[src/sv/fra_pkg.sv]
// Package for the fraction arithmetic block: field widths, opcode and status
// codes, sequencer states and the transfer payload structs.
// No dependencies.
package fra_pkg;

  localparam int OPERAND_BITS_DEF = 16;  // default operand width
  localparam int FIELD_W          = 16;  // width of each input operand field
  localparam int RES_NUM_W        = 33;
  localparam int RES_DEN_W        = 32;

  typedef enum logic [1:0] {
    OP_ADD = 2'd0,
    OP_SUB = 2'd1,
    OP_MUL = 2'd2,
    OP_DIV = 2'd3
  } fra_op_e;

  typedef enum logic {
    STATUS_OK   = 1'b0,
    STATUS_ZERO = 1'b1
  } fra_status_e;

  typedef enum logic [3:0] {
    ST_IDLE,  // waiting for an input transfer
    ST_MA,    // first product issued
    ST_MB,    // first product back, second issued
    ST_MC,    // add/sub: cross product back, accumulate, denominator issued
    ST_MD,    // denominator product back
    ST_CHK,   // both-zero check, Euclid setup
    ST_LOOP,  // Euclid test, starts a remainder or the numerator quotient
    ST_GCD,   // waiting on x % y
    ST_DIVN,  // waiting on num / g
    ST_DIVD,  // waiting on den / g
    ST_WR     // loading the output register
  } fra_state_e;

  typedef struct packed {
    fra_op_e            opcode;
    logic signed [15:0] num_a;
    logic signed [15:0] den_a;
    logic signed [15:0] num_b;
    logic signed [15:0] den_b;
  } fra_in_t;

  typedef struct packed {
    logic signed [RES_NUM_W-1:0] res_num;
    logic signed [RES_DEN_W-1:0] res_den;
    fra_status_e                 status;
  } fra_out_t;

endpackage

[src/sv/fraction_arith_reduce.sv]
// Sequence: products (two for multiply/divide, three for add/subtract) and zero check,
// then Euclid remainder steps and the two quotients on the shared divider, then the
// output load; W = 2*OPERAND_BITS+1 is the working width. 0/0 skips to the load.
// One item at a time: in_stall_o drops the cycle after the output load; a stalled
// result holds the load.
// Async active-low rst_ni idles the sequencer, drops out_valid_o. Uses fra_pkg/mul/div.
module fraction_arith_reduce #(
  parameter int OPERAND_BITS = fra_pkg::OPERAND_BITS_DEF
) (
  input  logic             clk_i,
  input  logic             rst_ni,
  input  logic             in_valid_i,
  output logic             in_stall_o,
  input  fra_pkg::fra_in_t in_data_i,
  output logic             out_valid_o,
  input  logic             out_stall_i,
  output fra_pkg::fra_out_t out_data_o
);

  localparam int OB  = OPERAND_BITS;
  localparam int PW  = 2 * OB;       // product width
  localparam int W   = 2 * OB + 1;   // numerator / Euclid working width
  localparam int NW  = fra_pkg::RES_NUM_W;
  localparam int DW  = fra_pkg::RES_DEN_W;
  localparam int FW  = fra_pkg::FIELD_W;

  fra_pkg::fra_state_e state_q, state_d;

  // ---------------------------------------------------------------------
  // Operand capture: each field narrowed to OB bits, kept as sign/magnitude
  // ---------------------------------------------------------------------
  logic [FW-1:0]  fld   [4];
  logic [OB-1:0]  raw   [4];
  logic [OB-1:0]  mag_in[4];
  logic           neg_in[4];
  logic [OB+FW-1:0] ext [4];

  assign fld[0] = in_data_i.num_a;
  assign fld[1] = in_data_i.den_a;
  assign fld[2] = in_data_i.num_b;
  assign fld[3] = in_data_i.den_b;

  always_comb begin
    for (int i = 0; i < 4; i++) begin
      ext[i]    = {{OB{1'b0}}, fld[i]};
      raw[i]    = ext[i][OB-1:0];
      neg_in[i] = raw[i][OB-1];
      mag_in[i] = neg_in[i] ? OB'(-raw[i]) : raw[i];
    end
  end

  fra_pkg::fra_op_e op_q;
  logic          a_neg_q, b_neg_q, c_neg_q, d_neg_q;
  logic [OB-1:0] a_mag_q, b_mag_q, c_mag_q, d_mag_q;

  // unreduced fraction and Euclid pair
  logic         num_neg_q, den_neg_q, x_neg_q, y_neg_q;
  logic [W-1:0] num_mag_q, den_mag_q, x_mag_q, y_mag_q;
  logic [W-1:0] rn_mag_q;
  logic         err_q;

  logic      in_xfer;
  logic      out_load;
  assign in_xfer = in_valid_i && !in_stall_o;

  // ---------------------------------------------------------------------
  // Shared multiplier
  // ---------------------------------------------------------------------
  logic          mul_en;
  logic          mx_neg, my_neg, p_neg;
  logic [OB-1:0] mx_mag, my_mag;
  logic [PW-1:0] p_mag;

  fra_mul #(.OPERAND_BITS(OB)) u_mul (
    .clk_i   (clk_i),
    .en_i    (mul_en),
    .x_neg_i (mx_neg),
    .x_mag_i (mx_mag),
    .y_neg_i (my_neg),
    .y_mag_i (my_mag),
    .p_neg_o (p_neg),
    .p_mag_o (p_mag)
  );

  // ---------------------------------------------------------------------
  // Shared divider: Euclid remainders and both final quotients
  // ---------------------------------------------------------------------
  logic         div_start, div_done;
  logic [W-1:0] div_n, div_d, div_quo, div_rem;

  fra_div #(.W(W)) u_div (
    .clk_i      (clk_i),
    .rst_ni     (rst_ni),
    .start_i    (div_start),
    .dividend_i (div_n),
    .divisor_i  (div_d),
    .done_o     (div_done),
    .quo_o      (div_quo),
    .rem_o      (div_rem)
  );

  // ---------------------------------------------------------------------
  // Next state
  // ---------------------------------------------------------------------
  logic addsub;
  assign addsub = (op_q == fra_pkg::OP_ADD) || (op_q == fra_pkg::OP_SUB);

  always_comb begin
    state_d = state_q;
    unique case (state_q)
      fra_pkg::ST_IDLE: if (in_xfer) state_d = fra_pkg::ST_MA;
      fra_pkg::ST_MA:   state_d = fra_pkg::ST_MB;
      fra_pkg::ST_MB:   state_d = addsub ? fra_pkg::ST_MC : fra_pkg::ST_MD;
      fra_pkg::ST_MC:   state_d = fra_pkg::ST_MD;
      fra_pkg::ST_MD:   state_d = fra_pkg::ST_CHK;
      fra_pkg::ST_CHK: begin
        if (num_mag_q == '0 && den_mag_q == '0) state_d = fra_pkg::ST_WR;
        else                                    state_d = fra_pkg::ST_LOOP;
      end
      fra_pkg::ST_LOOP: state_d = (y_mag_q == '0) ? fra_pkg::ST_DIVN : fra_pkg::ST_GCD;
      fra_pkg::ST_GCD:  if (div_done) state_d = fra_pkg::ST_LOOP;
      fra_pkg::ST_DIVN: if (div_done) state_d = fra_pkg::ST_DIVD;
      fra_pkg::ST_DIVD: if (div_done) state_d = fra_pkg::ST_WR;
      fra_pkg::ST_WR:   if (out_load) state_d = fra_pkg::ST_IDLE;
      default:          state_d = fra_pkg::ST_IDLE;
    endcase
  end

  // ---------------------------------------------------------------------
  // Sequencer outputs: unit operand selects and strobes
  // ---------------------------------------------------------------------
  always_comb begin
    in_stall_o = 1'b1;
    mul_en     = 1'b0;
    mx_neg     = a_neg_q;
    mx_mag     = a_mag_q;
    my_neg     = d_neg_q;
    my_mag     = d_mag_q;
    div_start  = 1'b0;
    div_n      = x_mag_q;
    div_d      = y_mag_q;
    out_load   = 1'b0;
    unique case (state_q)
      fra_pkg::ST_IDLE: in_stall_o = 1'b0;
      fra_pkg::ST_MA: begin
        // numerator term a*d, or a*c for multiply
        mul_en = 1'b1;
        if (op_q == fra_pkg::OP_MUL) begin
          my_neg = c_neg_q;
          my_mag = c_mag_q;
        end
      end
      fra_pkg::ST_MB: begin
        mul_en = 1'b1;
        if (addsub) begin
          mx_neg = c_neg_q;  mx_mag = c_mag_q;
          my_neg = b_neg_q;  my_mag = b_mag_q;
        end else begin
          mx_neg = b_neg_q;  mx_mag = b_mag_q;
          if (op_q == fra_pkg::OP_DIV) begin
            my_neg = c_neg_q;  my_mag = c_mag_q;
          end
        end
      end
      fra_pkg::ST_MC: begin
        mul_en = 1'b1;
        mx_neg = b_neg_q;
        mx_mag = b_mag_q;
      end
      fra_pkg::ST_LOOP: begin
        div_start = 1'b1;
        if (y_mag_q == '0) begin
          // x now holds g
          div_n = num_mag_q;
          div_d = x_mag_q;
        end
      end
      fra_pkg::ST_DIVN: begin
        div_start = div_done;
        div_n     = den_mag_q;
        div_d     = x_mag_q;
      end
      fra_pkg::ST_WR: out_load = !out_valid_o || !out_stall_i;
      default: ;
    endcase
  end

  // ---------------------------------------------------------------------
  // Sign-magnitude accumulate for add/subtract
  // ---------------------------------------------------------------------
  logic         q_neg, s_neg;
  logic [W-1:0] q_mag, s_mag;

  always_comb begin
    q_mag = W'(p_mag);
    q_neg = (op_q == fra_pkg::OP_SUB && p_mag != '0) ? !p_neg : p_neg;
    if (num_neg_q == q_neg) begin
      s_mag = num_mag_q + q_mag;
      s_neg = num_neg_q;
    end else if (num_mag_q >= q_mag) begin
      s_mag = num_mag_q - q_mag;
      s_neg = num_neg_q;
    end else begin
      s_mag = q_mag - num_mag_q;
      s_neg = q_neg;
    end
    if (s_mag == '0) s_neg = 1'b0;
  end

  // ---------------------------------------------------------------------
  // Result formatting: quotient signs follow g, wrapped to field widths
  // ---------------------------------------------------------------------
  logic            rn_neg, rd_neg;
  logic [W+NW-1:0] rn_ext;
  logic [W+DW-1:0] rd_ext;
  fra_pkg::fra_out_t res;

  always_comb begin
    rn_neg = (rn_mag_q != '0) && (num_neg_q != x_neg_q);
    rd_neg = (div_quo != '0) && (den_neg_q != x_neg_q);
    rn_ext = {{NW{1'b0}}, rn_mag_q};
    rd_ext = {{DW{1'b0}}, div_quo};
    if (rn_neg) rn_ext = -rn_ext;
    if (rd_neg) rd_ext = -rd_ext;
    if (err_q) begin
      res.res_num = '0;
      res.res_den = '0;
      res.status  = fra_pkg::STATUS_ZERO;
    end else begin
      res.res_num = rn_ext[NW-1:0];
      res.res_den = rd_ext[DW-1:0];
      res.status  = fra_pkg::STATUS_OK;
    end
  end

  // ---------------------------------------------------------------------
  // Registers
  // ---------------------------------------------------------------------
  logic out_valid_q;
  fra_pkg::fra_out_t out_data_q;

  always_ff @(posedge clk_i or negedge rst_ni) begin
    if (!rst_ni) begin
      state_q     <= fra_pkg::ST_IDLE;
      out_valid_q <= 1'b0;
    end else begin
      state_q <= state_d;
      if (out_load)          out_valid_q <= 1'b1;
      else if (!out_stall_i) out_valid_q <= 1'b0;
    end
  end

  always_ff @(posedge clk_i) begin
    if (in_xfer) begin
      op_q    <= in_data_i.opcode;
      a_neg_q <= neg_in[0];  a_mag_q <= mag_in[0];
      b_neg_q <= neg_in[1];  b_mag_q <= mag_in[1];
      c_neg_q <= neg_in[2];  c_mag_q <= mag_in[2];
      d_neg_q <= neg_in[3];  d_mag_q <= mag_in[3];
    end
    unique case (state_q)
      fra_pkg::ST_MB: begin
        num_mag_q <= W'(p_mag);
        num_neg_q <= p_neg;
        den_mag_q <= W'(p_mag);  // overwritten in ST_MD for every opcode
        den_neg_q <= p_neg;
      end
      fra_pkg::ST_MC: begin
        num_mag_q <= s_mag;
        num_neg_q <= s_neg;
      end
      fra_pkg::ST_MD: begin
        den_mag_q <= W'(p_mag);
        den_neg_q <= p_neg;
      end
      fra_pkg::ST_CHK: begin
        err_q   <= (num_mag_q == '0) && (den_mag_q == '0);
        x_mag_q <= num_mag_q;
        x_neg_q <= num_neg_q;
        y_mag_q <= den_mag_q;
        y_neg_q <= den_neg_q;
      end
      fra_pkg::ST_GCD: begin
        if (div_done) begin
          // truncating remainder takes the dividend's sign
          x_mag_q <= y_mag_q;
          x_neg_q <= y_neg_q;
          y_mag_q <= div_rem;
          y_neg_q <= x_neg_q;
        end
      end
      fra_pkg::ST_DIVN: if (div_done) rn_mag_q <= div_quo;
      default: ;
    endcase
    if (out_load) out_data_q <= res;
  end

  assign out_valid_o = out_valid_q;
  assign out_data_o  = out_data_q;

endmodule

[src/sv/fra_mul.sv]
// Shared sign-magnitude multiplier with a registered product.
// Depends on nothing but its parameter.
module fra_mul #(
  parameter int OPERAND_BITS = 16
) (
  input  logic                      clk_i,
  input  logic                      en_i,
  input  logic                      x_neg_i,
  input  logic [OPERAND_BITS-1:0]   x_mag_i,
  input  logic                      y_neg_i,
  input  logic [OPERAND_BITS-1:0]   y_mag_i,
  output logic                      p_neg_o,
  output logic [2*OPERAND_BITS-1:0] p_mag_o
);

  logic                      p_neg_q;
  logic [2*OPERAND_BITS-1:0] p_mag_q;

  always_ff @(posedge clk_i) begin
    if (en_i) begin
      p_mag_q <= (2*OPERAND_BITS)'(x_mag_i) * (2*OPERAND_BITS)'(y_mag_i);
      // zero product carries no sign
      p_neg_q <= (x_neg_i != y_neg_i) && (x_mag_i != '0) && (y_mag_i != '0);
    end
  end

  assign p_neg_o = p_neg_q;
  assign p_mag_o = p_mag_q;

endmodule

[src/sv/fra_div.sv]
// Restoring unsigned divider, one quotient bit per cycle.
// Gives quotient and truncating remainder; no package dependency.
module fra_div #(
  parameter int W = 33
) (
  input  logic         clk_i,
  input  logic         rst_ni,
  input  logic         start_i,
  input  logic [W-1:0] dividend_i,
  input  logic [W-1:0] divisor_i,
  output logic         done_o,
  output logic [W-1:0] quo_o,
  output logic [W-1:0] rem_o
);

  localparam int CW = $clog2(W + 1);

  logic          busy_q, done_q;
  logic [CW-1:0] cnt_q;
  logic [W-1:0]  quo_q, rem_q, dvs_q;
  logic [W:0]    shifted;
  logic [W+1:0]  diff;
  logic          fits;

  assign shifted = {rem_q, quo_q[W-1]};
  assign diff    = {1'b0, shifted} - {2'b00, dvs_q};
  assign fits    = !diff[W+1];

  always_ff @(posedge clk_i or negedge rst_ni) begin
    if (!rst_ni) begin
      busy_q <= 1'b0;
      done_q <= 1'b0;
      cnt_q  <= '0;
    end else begin
      done_q <= 1'b0;
      if (start_i) begin
        busy_q <= 1'b1;
        cnt_q  <= CW'(W);
      end else if (busy_q) begin
        cnt_q <= cnt_q - 1'b1;
        if (cnt_q == CW'(1)) begin
          busy_q <= 1'b0;
          done_q <= 1'b1;
        end
      end
    end
  end

  always_ff @(posedge clk_i) begin
    if (start_i) begin
      quo_q <= dividend_i;
      rem_q <= '0;
      dvs_q <= divisor_i;
    end else if (busy_q) begin
      rem_q <= fits ? diff[W-1:0] : shifted[W-1:0];
      quo_q <= {quo_q[W-2:0], fits};
    end
  end

  assign done_o = done_q;
  assign quo_o  = quo_q;
  assign rem_o  = rem_q;

endmodule

[config.mk]
export PLATFORM = sky130hd
export DESIGN_NAME = fraction_arith_reduce
export DESIGN_NICKNAME = d
export VERILOG_FILES = /design/src/sv/fra_pkg.sv /design/src/sv/fraction_arith_reduce.sv /design/src/sv/fra_mul.sv /design/src/sv/fra_div.sv
export SDC_FILE = /design/constraint.sdc
export NUM_CORES = 2
export LEC_CHECK = 0
export BUFFER_PORTS_ARGS = -buffer_cell sky130_fd_sc_hd__buf_4
export CAP_MARGIN = 15
export CORE_MARGIN = 5
export CORE_UTILIZATION = 60
export DETAILED_ROUTE_END_ITERATION = 10
export PLACE_DENSITY = 0.78
export SYNTH_ARGS = -nofsm -noshare
export SYNTH_HDL_FRONTEND = slang
export SYNTH_SLANG_ARGS = --single-unit
[constraint.sdc]
create_clock -name clk_i -period 11.6 [get_ports clk_i]
set_input_delay 2.32 -clock clk_i [delete_from_list [all_inputs] [get_ports clk_i]]
set_output_delay 2.32 -clock clk_i [all_outputs]
set_load 0.02 [all_outputs]
# After elaboration in Yosys (flattened, before gate mapping)
# Cells that the tools add are included.
[op_classes] addsub=11 mul=1 n_lt_le_gt_ge=1 eq_ne=26 muxes=65 reduce_logical=33
[ops] operator="2-to-1 mux 33 bit" count=10
[ops] operator="case mux 33 bit (2 select lines)" count=5
[ops] operator="zero test 33 bit" count=4
[ops] operator="nonzero test 33 bit" count=2
[ops] operator="2-to-1 mux 16 bit" count=4
[ops] operator="negation 16 bit" count=4
[ops] operator="case mux 16 bit (2 select lines)" count=2
[ops] operator="2-to-1 mux 15 bit" count=4
[ops] operator="case mux 4 bit (11 select lines)" count=1
[ops] operator="subtractor 34 x 33 -> 35 bit" count=1
[ops] operator="adder 33 x 32 -> 33 bit" count=1
[ops] operator="greater-or-equal comparator 33 x 32 -> 1 bit" count=1
[ops] operator="negation 33 bit" count=1
[ops] operator="subtractor 32 x 33 -> 33 bit" count=1
[ops] operator="subtractor 33 x 32 -> 33 bit" count=1
[ops] operator="multiplier 16 x 16 -> 32 bit" count=1
[ops] operator="2-to-1 mux 32 bit" count=1
[ops] operator="negation 32 bit" count=1
[ops] operator="nonzero test 16 bit" count=2
[ops] operator="nonzero test 32 bit" count=1
[ops] operator="2-to-1 mux 4 bit" count=7
[ops] operator="2-to-1 mux 1 bit" count=22
[ops] operator="equality test 4 x 3 -> 1 bit (second input constant)" count=4
[ops] operator="equality test 4 bit (second input constant)" count=3
[ops] operator="25 further kinds" count=53
[word_totals] ff_bits=450 input_bits=70 output_inout_bits=68 elab_cells=173

# Longest topological paths before layout
[depth] ltp_word=8 depth_mapped=35 ltp_nobuf=32

# Cells and area by module
# Synthesis repeated with hierarchy kept, for this count alone.
[hier_totals] hier_cells=3863 area_unflattened_um2=36824.1
[modules_own_cells] mod="fraction_arith_reduce" n_inst=1 cells_each=2227 area_per_inst_um2=20920.1
[modules_own_cells] mod="fra_mul" n_inst=1 cells_each=1047 area_per_inst_um2=9780.6
[modules_own_cells] mod="fra_div" n_inst=1 cells_each=589 area_per_inst_um2=6123.4

# Worst setup path before layout
# No wires, ideal clock.
[synth_path] path_kind="reg2reg" startpoint="reg state_q[3]" endpoint="reg u_mul.p_mag_q[25], in the netlist u_mul.p_mag_o[25], data pin" arrival_ns=8.768 slack_ns=2.575 path_stages_with_launch=32 period_less_slack_ns=9.025 path_cell_list="dfrtp_1 > nor2_1 > nand2_1 > inv_1 > clkbuf_1 > buf_1 > buf_1 > o21a_1 > clkbuf_1 > nand2_1 > fa_1 > fa_1 > fa_1 > fa_1 > inv_1 > fa_1 > inv_1 > fa_1 > inv_1 > ha_1 > a21o_1 > a21o_1 > a21oi_1 > nor2_1 > a211oi_1 > o21a_1 > o21ai_0 > a21o_1 > a2111o_1 > a31o_2 > a21oi_1 > xnor2_1"
[synth_between] elab_chain_len=3 elab_cells_between_ends=6 classes_between="1 x mul; 3 x eq/ne; 2 x mux"
[synth_rtl] item="start: declaration" line_no="fraction_arith_reduce.sv:27" source="fra_pkg::fra_state_e state_q, state_d;"
[synth_rtl] item="start signal: assignment" line_no="fraction_arith_reduce.sv:244" source="state_q <= fra_pkg::ST_IDLE;"
[synth_rtl] item="start signal: assignment" line_no="fraction_arith_reduce.sv:247" source="state_q <= state_d;"
[synth_rtl] item="equality test 4 x 2 -> 1 bit or equality test 4 x 1 -> 1 bit (tied branches)" line_no="fraction_arith_reduce.sv:143" source="unique case (state_q)"
[synth_rtl] item="case mux 16 bit (2 select lines)" line_no="fraction_arith_reduce.sv:143"
[synth_rtl] item="multiplier 16 x 16 -> 32 bit (*)" line_no="fra_mul.sv:21" source="p_mag_q <= (2*OPERAND_BITS)'(x_mag_i) * (2*OPERAND_BITS)'(y_mag_i);"
[synth_rtl] item="end signal: assignment" line_no="fra_mul.sv:21"
[synth_rtl] item="end: declaration" line_no="fra_mul.sv:17" source="logic [2*OPERAND_BITS-1:0] p_mag_q;"
# Every way passes the cells marked *; elsewhere a longest branch is shown, timed or not.
# A chain may end at the register's enable or synchronous reset.

# Worst setup path in the final report
[layout_path] startpoint="reg op_q[1]" endpoint="reg u_mul.p_mag_q[25], in the netlist u_mul.p_mag_o[25], data pin"
[layout_between] elab_chain_len=5 elab_cells_between_ends=12 classes_between="1 x mul; 3 x eq/ne; 6 x mux; 2 x reduce/logical"
[layout_rtl] item="start: declaration" line_no="fraction_arith_reduce.sv:52" source="fra_pkg::fra_op_e op_q;"
[layout_rtl] item="start signal: assignment" line_no="fraction_arith_reduce.sv:255" source="op_q <= in_data_i.opcode;"
[layout_rtl] item="equality test 2 bit, or another cell as far along" line_no="fraction_arith_reduce.sv:160" source="if (op_q == fra_pkg::OP_DIV) begin"
[layout_rtl] item="2-to-1 mux 16 bit or logical OR 1 bit (tied branches)" line_no="fraction_arith_reduce.sv:160, fraction_arith_reduce.sv:106"
[layout_rtl] item="2-to-1 mux 16 bit" line_no="fraction_arith_reduce.sv:155" source="if (addsub) begin"
[layout_rtl] item="case mux 16 bit (2 select lines)" line_no="fraction_arith_reduce.sv:143"
[layout_rtl] item="multiplier 16 x 16 -> 32 bit (*)" line_no="fra_mul.sv:21"
# Marks and branches as above.

==> qor.txt <==
status -> complete, no violations
Crit. Startpoint -> op_q[1]$_DFFE_PP_
Leak -> 16.3 nW
Final Power -> 3.36 mW
Int Pwr -> 2.65 mW
worst rel slew slack -> 0.164
YS warnings -> 0
worst skew pair latency -> 0.61 ns
non-filler cells, final -> 4688
mapped cell area -> 36000 um2
Synth top area share -> 0.337
Fmax achieved -> 101 MHz
Clock Path Buffers -> 3
Final Max Tran Viols -> 0
Post-Layout Inst Area -> 39300 um2
# fillers -> 4777
CTS resizes -> 0
Seq cells post-synth -> 450
Setup Fix Bufs, Post-CTS -> 0
CTS clk-pin slew, worst paths -> 0.06 ns
1st-iter DRT viols -> 2923
smallest hold slack -> 0.494 ns
Combinational Power Share -> 0.019
Final WS setup -> 1.69 ns
GRT Residual Overflow -> 0
DR vias -> 29500
root buffer cell -> clkbuf_16
Net Sw Frac -> 0.211
final setup fails -> 0
Layout Utilization -> 0.664
MaxCap Viol Count -> 0
DIE WIDTH -> 255 um
critical path class -> reg -> reg
cell taking the most area after synthesis -> edfxtp_1
most frequent cell on the critical path -> fa_1
PortBufs -> 137
Setup crit start kind -> flip-flop
CP Max Fanout -> 38
Req. time, crit path -> 11.94 ns
placed cell count -> 4599
critical path's slowest cell -> a221oi_1
P&R area growth vs syn -> 9.19%
count leader, synth -> nand2_1
hold_buf cts -> 0
Seq/Total Area, Yosys -> 0.364
worst path arrival time -> 10.25 ns
pre-CTS WS -> 1.87 ns
ys async rst share -> 0.0289
CTS tree -> done
multi-input logic area -> 20800 um2
RSZ-0062 raised after global routing -> no
largest net degree at the start of global routing -> 99
register area -> 13100 um2
final WL -> 106 mm
Final Hold Viols -> 0
H-tree depth -> 2
hold_sp -> u_div.quo_o[0]$_DFFE_PP_
Crit. End Element -> flip-flop
share of layout cells above drive strength 1 -> 0.0922
Total Routing Usage GR -> 0.322
DR WL/cell -> 22.6 um
Power Dens Cells -> 85.5 nW/um2
initial antenna violation count -> 1
dominant synthesized flop cell -> edfxtp_1
dpl hpwl -> 82.5 mm
Die H -> 255 um
routed vias/inst -> 6.29
Fin Clk Skew -> 0.0205 ns
Reg power frac -> 0.520
Top Ports -> 138
dpl cell area -> 37800 um2
Starting Density -> 0.608
diode count -> 0
clock network fraction of design power -> 0.462
switching power -> 0.709 mW
RePlAce Congestion -> 1.04
area of the core -> 59200 um2
Synth top cells by count -> nand2_1 (484), edfxtp_1 (404), inv_1 (395), nor2_1 (375), ha_1 (242)
drt pass-1 iters -> 7
Die ar. -> 65000 um2
worst min path class -> reg -> reg
number of buffers created by CTS -> 48
final worst-path cycle share -> 0.854
global-route wire length before repair -> 164 mm
Net Count, Synth -> 4317
Synth cell types -> 97
Sink Count -> 450
vias in the first global route -> 29000
cell count after synthesis -> 3807
antenna viol nets, final -> 0
count of flip-flops with a built-in enable after synthesis -> 404
DRC Markers -> 0
fin crit period -> 9.91 ns
Avg Inst Size Synth -> 9.46 um2
# rows -> 89
synth top area cells -> edfxtp_1 (34%), fa_1 (11%), ha_1 (8.4%)
worst r2r src -> op_q[1]$_DFFE_PP_
max incr delay on CP -> 1.23 ns
Final TNS setup -> 0 ns
nets -> 4386
Slew @ Worst Pin -> 1.25 ns
VDD IR max -> 0.143 mV
-- final timing paths --
kind | endpoint | slack (ns) | cells past startpoint
worst max-delay path | u_mul.p_mag_o[25]$_DFFE_PP_ | 1.69 | 28
worst max register to register | u_mul.p_mag_o[25]$_DFFE_PP_ | 1.69 | 28
max in group asynchronous | u_div.busy_q$_DFF_PN0_ | 9.87 | 1
min in group asynchronous | out_valid_o$_DFFE_PN0P_ | 1.55 | 1
worst min-delay path | rn_mag_q[0]$_DFFE_PP_ | 0.49 | 0
worst min register to register | rn_mag_q[0]$_DFFE_PP_ | 0.49 | 0
-- cells by family (layout without fill, tap and decap cells) --
| logic type | count (synthesis) | in the layout | share of synthesized area |
|---|---|---|---|
| multiplexers | 81 | 81 | 0.0239 |
| AND/OR/NAND/NOR | 1233 | 1233 | 0.155 |
| AO/OA/AOI/OAI | 840 | 840 | 0.153 |
| flip-flops | 450 | 450 | 0.364 |
| buffers and inverters | 562 | 670 | 0.0607 |
| adder cells (fa/ha/maj) | 440 | 440 | 0.194 |
| XOR/XNOR | 201 | 201 | 0.0489 |
-- per-layer routing --
layer,routed length [um],vias up,global-route usage,part of all wire
met5,34,-,0,0.00032
met4,6470,4,0.158,0.061
met3,9400,315,0.0547,0.089
met2,50000,1530,0.539,0.47
met1,40300,14200,0.409,0.38
li1,-,13500,-,-
-- worst max-delay path, delay by kind of cell (launching register included) --
kind | cells | cell delay, ns
buf+inv | 4 | 0.20
compound gates | 12 | 3.95
xor+xnor | 1 | 0.09
fa+ha+maj | 7 | 3.32
simple gates | 4 | 1.00
flops | 1 | 1.08
-- power groups by stage --
stage	Sequential, mW	Clock, mW	Combinational [mW]
6_report	1.75	1.55	0.0626
5_1_grt	1.75	1.63	0.0694
4_1_cts	1.75	1.57	0.0630
3_5_place_dp	1.78	0	0.0625
3_3_place_gp	1.78	0	0.0605
2_1_floorplan	1.78	0	0.0286
-- layout make-up --
cell class	instances	share of cell area
multi-input combinational	2795	0.529
sequential	450	0.334
inverter	398	0.0380
timing repair buffer	183	0.0349
clock buffer	56	0.0319
tap	773	0.0246
clock inverter	33	0.00796
-- layout by cell type (no fill, tap or decap), drive strengths merged, types with 51 or more instances in the layout --
cell | Yosys | routed
o21ai | 221 | 221
edfxtp | 404 | 404
inv | 397 | 403
xor2 | 78 | 78
xnor2 | 123 | 123
clkbuf | 116 | 56
ha | 242 | 242
nor3 | 59 | 59
a21oi | 217 | 217
buf | 48 | 183
fa | 198 | 198
nand2 | 484 | 484
nor4 | 58 | 58
nor2 | 376 | 376
a221oi | 51 | 51
-- flip-flops by register name (all words and copies together), names as in the netlist, 2 cells and up --
name	count
u_div.quo_o	33
a_mag_q	16
out_data_o	66
u_mul.p_mag_o	32
rn_mag_q	33
u_div.rem_o	33
u_div.dvs_q	33
den_mag_q	32
d_mag_q	16
c_mag_q	16
op_q	2
u_div.cnt_q	6
y_mag_q	33
num_mag_q	33
x_mag_q	33
state_q	4
b_mag_q	16
Power figures use the tool's default switching activity.
